[src/prac_pkg.sv]
package prac_pkg;

   localparam int CoordW = 32;
   localparam int AngW = 16;
   localparam int WideW = 36;
   localparam int CorW = 33;
   localparam int PhW = 35;
   localparam int ScW = 16;
   localparam int ScFrac = 14;
   localparam int PhShift = 18;
   localparam int CordicSteps = 20;
   localparam int StepW = 5;
   localparam int PrdW = WideW + ScW;
   localparam int IdxW = 3;
   localparam int NumAng = 3;

   localparam logic [IdxW-1:0] RegAngX = 3'd0;
   localparam logic [IdxW-1:0] RegAngY = 3'd1;
   localparam logic [IdxW-1:0] RegAngZ = 3'd2;
   localparam logic [IdxW-1:0] RegPivX = 3'd3;
   localparam logic [IdxW-1:0] RegPivY = 3'd4;
   localparam logic [IdxW-1:0] RegPivZ = 3'd5;

   localparam logic signed [PhW-1:0] PhPi = 35'sd3373259426;
   localparam logic signed [PhW-1:0] PhHalfPi = 35'sd1686629713;
   localparam logic signed [CorW-1:0] CordicX0 = 33'sd652032874;
   localparam logic signed [ScW-1:0] ScOne = 16'sd16384;

   typedef struct packed {
      logic signed [CorW-1:0] x;
      logic signed [CorW-1:0] y;
      logic signed [PhW-1:0] z;
      logic flip;
   } prac_cordic_type;

   typedef struct packed {
      logic signed [WideW-1:0] u;
      logic signed [WideW-1:0] v;
      logic signed [WideW-1:0] w;
   } prac_point_type;

   typedef struct packed {
      logic signed [ScW-1:0] s;
      logic signed [ScW-1:0] c;
   } prac_sc_type;

   // Truncated atan(2^-i) in Q30.
   function automatic logic signed [PhW-1:0] atan_q30(input logic [StepW-1:0] i);
      logic signed [PhW-1:0] r;
      case (i)
         5'd0: r = 35'sd843314856;
         5'd1: r = 35'sd497837829;
         5'd2: r = 35'sd263043836;
         5'd3: r = 35'sd133525158;
         5'd4: r = 35'sd67021686;
         5'd5: r = 35'sd33543515;
         5'd6: r = 35'sd16775850;
         5'd7: r = 35'sd8388437;
         5'd8: r = 35'sd4194282;
         5'd9: r = 35'sd2097149;
         5'd10: r = 35'sd1048575;
         5'd11: r = 35'sd524287;
         5'd12: r = 35'sd262143;
         5'd13: r = 35'sd131071;
         5'd14: r = 35'sd65535;
         5'd15: r = 35'sd32767;
         5'd16: r = 35'sd16383;
         5'd17: r = 35'sd8191;
         5'd18: r = 35'sd4095;
         5'd19: r = 35'sd2047;
         default: r = '0;
      endcase
      return r;
   endfunction

endpackage

[src/prac_cordic_cell.sv]
module prac_cordic_cell (
   input  logic                        clock,
   input  logic                        enable,
   input  logic [prac_pkg::StepW-1:0]  step,
   input  prac_pkg::prac_cordic_type   d,
   output prac_pkg::prac_cordic_type   q
);
   import prac_pkg::*;

   prac_cordic_type q_ff, q_in;

   // One rotation-mode step; both shifts use the incoming x and y.
   always_comb begin
      q_in = d;
      if (!d.z[PhW-1]) begin
         q_in.x = d.x - (d.y >>> step);
         q_in.y = d.y + (d.x >>> step);
         q_in.z = d.z - atan_q30(step);
      end else begin
         q_in.x = d.x + (d.y >>> step);
         q_in.y = d.y - (d.x >>> step);
         q_in.z = d.z + atan_q30(step);
      end
   end

   always_ff @(posedge clock) begin
      if (enable) begin
         q_ff <= q_in;
      end
   end

   assign q = q_ff;

endmodule

[config.mk]
export PLATFORM = sky130hd
export DESIGN_NAME = prac_cordic_cell
export DESIGN_NICKNAME = d
export VERILOG_FILES = /design/src/prac_pkg.sv /design/src/prac_cordic_cell.sv
export SDC_FILE = /design/constraint.sdc
export NUM_CORES = 1
export LEC_CHECK = 0
export ABC_AREA = 1
export BUFFER_PORTS_ARGS = -buffer_cell sky130_fd_sc_hd__clkbuf_2
export CAP_MARGIN = 20
export CORE_MARGIN = 8
export CORE_UTILIZATION = 40
export CTS_CLUSTER_DIAMETER = 100
export DETAILED_ROUTE_END_ITERATION = 10
export PLACE_DENSITY_LB_ADDON = 0.3
export SETUP_SLACK_MARGIN = 0.2
export SYNTH_ARGS = -nofsm -noshare
export SYNTH_HDL_FRONTEND = slang
export SYNTH_SLANG_ARGS = --single-unit
[constraint.sdc]
create_clock -name clock -period 5 [get_ports clock]
set_clock_uncertainty 0.05 [all_clocks]
set_input_delay 1 -clock clock [delete_from_list [all_inputs] [get_ports clock]]
set_output_delay 1 -clock clock [all_outputs]
set_load 0.02 [all_outputs]
==> results.sh, run 1 <==
export IMPL_hold_buffers=0
export IMPL_finalSetupViolations=0
export IMPL_critPathMaxFanout=16
export IMPL_cp_end_kind="flop"
export IMPL_worst_setup_path_type="in2reg"
export IMPL_first_global_vias=18000
export IMPL_power_mw=5.98
export IMPL_synth_simple_area_share=0.403
export IMPL_syn_area_per_cell_sq_um=6.20
export IMPL_ios=211
export IMPL_synth_xor_area_frac=0.0973
export IMPL_worstPathArrival_ns=4.81
export IMPL_fillers=3625
export IMPL_antenna_found_initial=2
export IMPL_p_sw_frac=0.447
export IMPL_fin_hold_ws_ns=0.730
export IMPL_wl_microns=62400
export IMPL_synthMuxAreaShare=0
export IMPL_relSlewSlack=0.551
export IMPL_regArea_sq_um=3060
export IMPL_p_sw_mw=2.67
export IMPL_ys_ff_latch=102
export IMPL_tightestPinTransition_ns=0.672
export IMPL_fin_crit_sh=0.941
export IMPL_grt_max_degree=51
export IMPL_power_density_nw_per_um2=279
export IMPL_synthAdderAreaFrac=0.0973
export IMPL_cp_start_kind="input port"
export IMPL_synth_compound_area_frac=0.114
export IMPL_area_growth_syn_to_layout_pct=45.2
export IMPL_viasPerCell=5.27
export IMPL_htreeDepth=3
export IMPL_vdd_ir_drop_max_uv=190
export IMPL_vias=18600
export IMPL_synth_cells=2381
export IMPL_cts_buffers=9
export IMPL_die_x_microns=208
export IMPL_maxCapViolCount=0
export IMPL_cts_tree="done"
export IMPL_cts_buffer_depth=2
export IMPL_dpl_worst_slack_ns=-0.539
export IMPL_top_layer="met4"
export IMPL_comb_power_share=0.655
export IMPL_pwr_share_clk=0.120
export IMPL_fin_ws_ns=0.294
export IMPL_initial_utilization=0.405
export IMPL_ys_warn_count=0
export IMPL_clock_sinks=102
export IMPL_grt_use_total=0.270
export IMPL_cts_clk_slew_worst_paths_ns=0.08
export IMPL_wl_met3_microns=3770
export IMPL_finalHoldViolations=0
export IMPL_dr_pass1_iters=5
export IMPL_status="finished, final reports clean"
export IMPL_cts_root_buf="clkbuf_16"
export IMPL_synth_top_family_by_area="simple AND/OR/NAND/NOR gates"
export IMPL_multi_input_area_sq_um=11300
export IMPL_syn_cell_area_sq_um=14800
export IMPL_ant_nets=0
export IMPL_core_sq_um=36400
export IMPL_synth_edf_count=102
export IMPL_gp_congestion=0.987
export IMPL_largest_register_ffs=102
export IMPL_hold_path_class="in2reg"
export IMPL_rsz0062_at_grt="yes"
export IMPL_chipHeight_microns=208
export IMPL_syn_nets=2603
export IMPL_synth_ff_type="edfxtp_1"
export IMPL_drive_gt1_frac=0.314
export IMPL_wl_per_cell_microns=17.7
export IMPL_internal_power_mw=3.31
export IMPL_nNetsFinal=3270
export IMPL_dr_wl_met2_microns=29200
export IMPL_final_max_slew_viol_count=0
export IMPL_dp_hpwl_microns=51200
export IMPL_die_area_sq_um=43300
export IMPL_p_leak_nw=11.0
export IMPL_route_detailed_drc=0
export IMPL_ys_types=46
export IMPL_grt_first_pass_wirelength_microns=94600
export IMPL_pwr_share_seq=0.225
export IMPL_grt_overflow_total=0
export IMPL_io_buffers=210
export IMPL_required_ns=5.10
export IMPL_yosysSeqAreaShare=0.208
export IMPL_fin_crit_ns=4.71
export IMPL_first_iter_violations=1438
export IMPL_max_freq_mhz=213
export IMPL_met1Wirelength_microns=27600
export IMPL_synthArstFlopShare=0
export IMPL_rows=70
stage by stage:
step	area (sq um)	TNS, ns	util	std cells
2_1_floorplan	14800	0	-	2381
3_3_place_gp	19900	-6.77	0.547	3475
3_5_place_dp	19900	-8.96	0.547	3475
4_1_cts	20300	0	0.558	3492
5_1_grt	21400	0	0.588	3522
6_report	21400	0	0.588	3523
worst paths after layout:
| kind | from | end | slack [ns] | cells after the start |
|---|---|---|---|---|
| hold / removal | d[0] | q[0]$_DFFE_PP_ | 0.73 | 1 |
| setup / recovery | step[4] | q[67]$_DFFE_PP_ | 0.29 | 22 |
logic make-up after synthesis:
family | Yosys count
xor+xnor | 164
buf+inv | 293
flops | 102
simple gates | 1408
compound gates | 301
fa+ha+maj | 113
metal layers:
layer  track usage  vias up
met5             0        -
met4        0.0972        0
met3        0.0266       90
met2         0.463      641
met1         0.349     8552
li1              -     9270
worst max-delay path, stage by stage:
cell	delay, ns
buf_2	0.32
clkinvlp_4	0.28
buf_4	0.24
buf_4	0.20
nand3_1	0.12
nand2_1	0.12
nor2_1	0.18
inv_1	0.09
nor2_4	0.11
nand3_2	0.11
o21ai_4	0.20
xor2_1	0.10
ha_1	0.40
nand2_2	0.11
buf_6	0.14
nor4_4	0.36
nand3_2	0.16
nand4_1	0.17
a21o_1	0.17
nand2_1	0.05
nand3_1	0.08
xor2_1	0.07
final cells by class:
cell class / count / area share
multi-input combinational: 1986 / 0.529
timing repair buffer: 736 / 0.249
sequential: 102 / 0.143
inverter: 213 / 0.0385
tap: 468 / 0.0273
clock buffer: 9 / 0.0105
clock inverter: 7 / 0.00275
antenna: 2 / 0.000234
power by group through the flow:
stage / combinational (mW) / sequential [mW] / clock (mW)
6_report: 3.92 / 1.34 / 0.719
5_1_grt: 4.25 / 1.37 / 0.762
4_1_cts: 3.65 / 1.35 / 0.741
3_5_place_dp: 3.61 / 1.36 / 0
3_3_place_gp: 3.58 / 1.36 / 0
2_1_floorplan: 1.65 / 1.66 / 0
synth_stat cells (3+ instances only):
master | count | area share
xor2_1 | 118 | 0.070
buf_4 | 3 | 0.0015
nor3_1 | 22 | 0.0075
nand2_2 | 11 | 0.0047
o21a_1 | 10 | 0.0051
a21o_1 | 6 | 0.0031
buf_1 | 11 | 0.0028
a21oi_1 | 131 | 0.044
nand3b_1 | 5 | 0.0025
buf_2 | 28 | 0.0095
o21bai_1 | 3 | 0.0015
nor4_1 | 12 | 0.0051
nor2_1 | 179 | 0.046
edfxtp_1 | 102 | 0.21
o21ai_0 | 90 | 0.031
a211oi_1 | 5 | 0.0025
buf_6 | 5 | 0.0038
nor2_4 | 5 | 0.0038
inv_2 | 13 | 0.0033
o211ai_1 | 11 | 0.0056
nand3_1 | 351 | 0.12
clkinv_1 | 7 | 0.0018
a21boi_0 | 4 | 0.0020
nand4_1 | 17 | 0.0072
a31oi_1 | 21 | 0.0089
o21ai_1 | 5 | 0.0017
nor2_2 | 10 | 0.0042
xnor2_1 | 46 | 0.027
inv_1 | 192 | 0.049
clkbuf_1 | 33 | 0.0084
o221ai_1 | 3 | 0.0018
ha_1 | 110 | 0.093
nand2_1 | 792 | 0.20
fa_1 | 3 | 0.0041
placed cells by master (no fill, tap or decap), types with 46 or more instances in the layout:
cell type,n
ha_1,101
nor2_1,160
buf_4,503
a21oi_1,105
nand3_1,325
xnor2_1,46
inv_1,185
clkbuf_2,204
o21ai_0,76
edfxtp_1,102
nand2_1,748
xor2_1,115
nand2_2,51
what timing repair did:
| item | in CTS | in global routing |
|---|---|---|
| setup buffers | 1 | 23 |
| setup endpoints to repair | 22 | 60 |
| gates cloned | 0 | 6 |
| resized for setup | 27 | 204 |
| pin swaps | 4 | 49 |
Note: power is estimated with default switching activity, not from simulation.
==> inputs of run 2 (changes only) <==
--- a/config.mk
+++ b/config.mk
@@ -8,3 +8,2 @@
 export ABC_AREA = 1
-export BUFFER_PORTS_ARGS = -buffer_cell sky130_fd_sc_hd__clkbuf_2
 export CAP_MARGIN = 20
@@ -14,2 +13,3 @@
 export DETAILED_ROUTE_END_ITERATION = 10
+export DONT_BUFFER_PORTS = 1
 export PLACE_DENSITY_LB_ADDON = 0.3
--- a/constraint.sdc
+++ b/constraint.sdc
@@ -4,2 +4,2 @@
 set_output_delay 1 -clock clock [all_outputs]
-set_load 0.02 [all_outputs]
+set_load 0.1 [all_outputs]
==> results.sh, run 2 (synthesis results as in run 1) <==
export IMPL_grt_overflow_total=0
export IMPL_die_x_microns=208
export IMPL_finalHoldViolations=0
export IMPL_rsz0062_at_grt="yes"
export IMPL_status="finished, final reports clean"
export IMPL_layout_cells_most_common_list="nand2_1, nand3_1, buf_4"
export IMPL_fin_crit_sh=0.934
export IMPL_finalSetupViolations=0
export IMPL_vdd_ir_drop_max_uv=294
export IMPL_critPathMaxFanout=35
export IMPL_dpl_worst_slack_ns=-0.188
export IMPL_initial_utilization=0.405
export IMPL_wl_per_cell_microns=18.5
export IMPL_nNetsFinal=2758
export IMPL_die_area_sq_um=43300
export IMPL_fillers=3754
export IMPL_htreeDepth=3
export IMPL_wl_microns=55700
export IMPL_grt_max_degree=103
export IMPL_cts_clk_slew_worst_paths_ns=0.07
export IMPL_final_common_cell="nand2_1"
export IMPL_ios=211
export IMPL_cts_buffer_depth=2
export IMPL_io_buffers=0
export IMPL_worst_setup_path_type="in2reg"
export IMPL_chipHeight_microns=208
export IMPL_route_detailed_drc=0
export IMPL_cts_tree="done"
export IMPL_multi_input_area_sq_um=10800
export IMPL_worstPathArrival_ns=4.74
export IMPL_fin_ws_ns=0.331
export IMPL_required_ns=5.07
export IMPL_rows=70
export IMPL_first_iter_violations=1621
export IMPL_antenna_found_initial=0
export IMPL_tightestPinTransition_ns=0.987
export IMPL_relSlewSlack=0.343
export IMPL_power_density_nw_per_um2=370
export IMPL_final_core_util=0.479
export IMPL_cp_start_kind="input port"
export IMPL_diodes=0
export IMPL_first_global_vias=15300
export IMPL_area_growth_syn_to_layout_pct=18.2
export IMPL_grt_use_total=0.245
export IMPL_viasPerCell=5.53
export IMPL_ant_nets=0
export IMPL_vias=16600
export IMPL_clock_sinks=102
export IMPL_dr_pass1_iters=7
export IMPL_p_leak_nw=8.56
export IMPL_cp_end_kind="flop"
export IMPL_gp_congestion=0.973
export IMPL_drive_gt1_frac=0.139
export IMPL_maxCapViolCount=0
export IMPL_hold_path_class="in2reg"
export IMPL_final_max_slew_viol_count=0
export IMPL_cts_buffers=9
export IMPL_hold_buffers=0
export IMPL_core_sq_um=36400
export IMPL_cts_root_buf="clkbuf_16"
export IMPL_regArea_sq_um=3060
export IMPL_fin_crit_ns=4.67
export IMPL_grt_first_pass_wirelength_microns=84700
export IMPL_largest_register_ffs=102
export IMPL_max_freq_mhz=214
export IMPL_dp_hpwl_microns=45300
==> run 2: critical path, cell delays in order <==
cell,delay (ns)
clkinv_1,0.15
nor2_2,0.41
buf_4,0.26
nand2_1,0.07
nand2_1,0.06
inv_1,0.04
nand2_1,0.17
nor2_1,0.08
nand2_2,0.13
nor2_4,0.07
buf_12,0.13
nand3_1,0.07
nand2_1,0.06
xor2_1,0.17
ha_1,0.36
nand2_1,0.20
nor4_2,0.41
nand2_1,0.09
o211ai_1,0.33
nand2_1,0.09
nand2_1,0.10
a211oi_1,0.08
xor2_1,0.15
==> run 2: what timing repair did <==
item | in CTS | in global routing
endpoints found under the setup margin | 0 | 41
buffers inserted | 0 | 11
resized for setup | 0 | 92
hold endpoints to repair | 0 | 0
==> run 2: where the power goes <==
part / leakage (nW) / switching, mW / internal [mW]
clock network: 0.149 / 0.326 / 0.433
logic: 7.42 / 1.53 / 1.09
registers: 0.998 / 1.76 / 1.30
total: 8.56 / 3.62 / 2.83
==> run 2: worst paths after layout <==
kind	startpoint	end	depth (start not counted)
worst max-delay path	step[3]	q[66]$_DFFE_PP_	23
worst min-delay path	d[0]	q[0]$_DFFE_PP_	0
==> run 2: cell type report <==
type                    instances  share of cell area
multi-input cells            1986               0.621
flip-flops and latches        102               0.176
repair buffers                224               0.106
inverters                     213              0.0463
well taps                     468              0.0336
clock buffers                  10              0.0131
clock inverters                 6             0.00438
==> run 2: per-stage QoR <==
stage,instance area (sq um),std cells,TNS (ns),hold WS [ns],power (mW)
after global routing,17400,3009,0,0.648,6.82
final,17400,3009,0,0.672,6.45
after floorplan,14800,2381,0,1.05,4.69
after detailed placement,16600,2979,-0.480,1.05,5.57
after global placement,16600,2979,-0.730,1.05,5.56
after CTS,16900,2995,0,0.649,6.36
==> run 2: metal layers <==
metal / share of wire / global-route usage
met4: 0.036 / 0.0920
met2: 0.47 / 0.413
met3: 0.073 / 0.0437
met1: 0.42 / 0.307
met5: 0 / 0
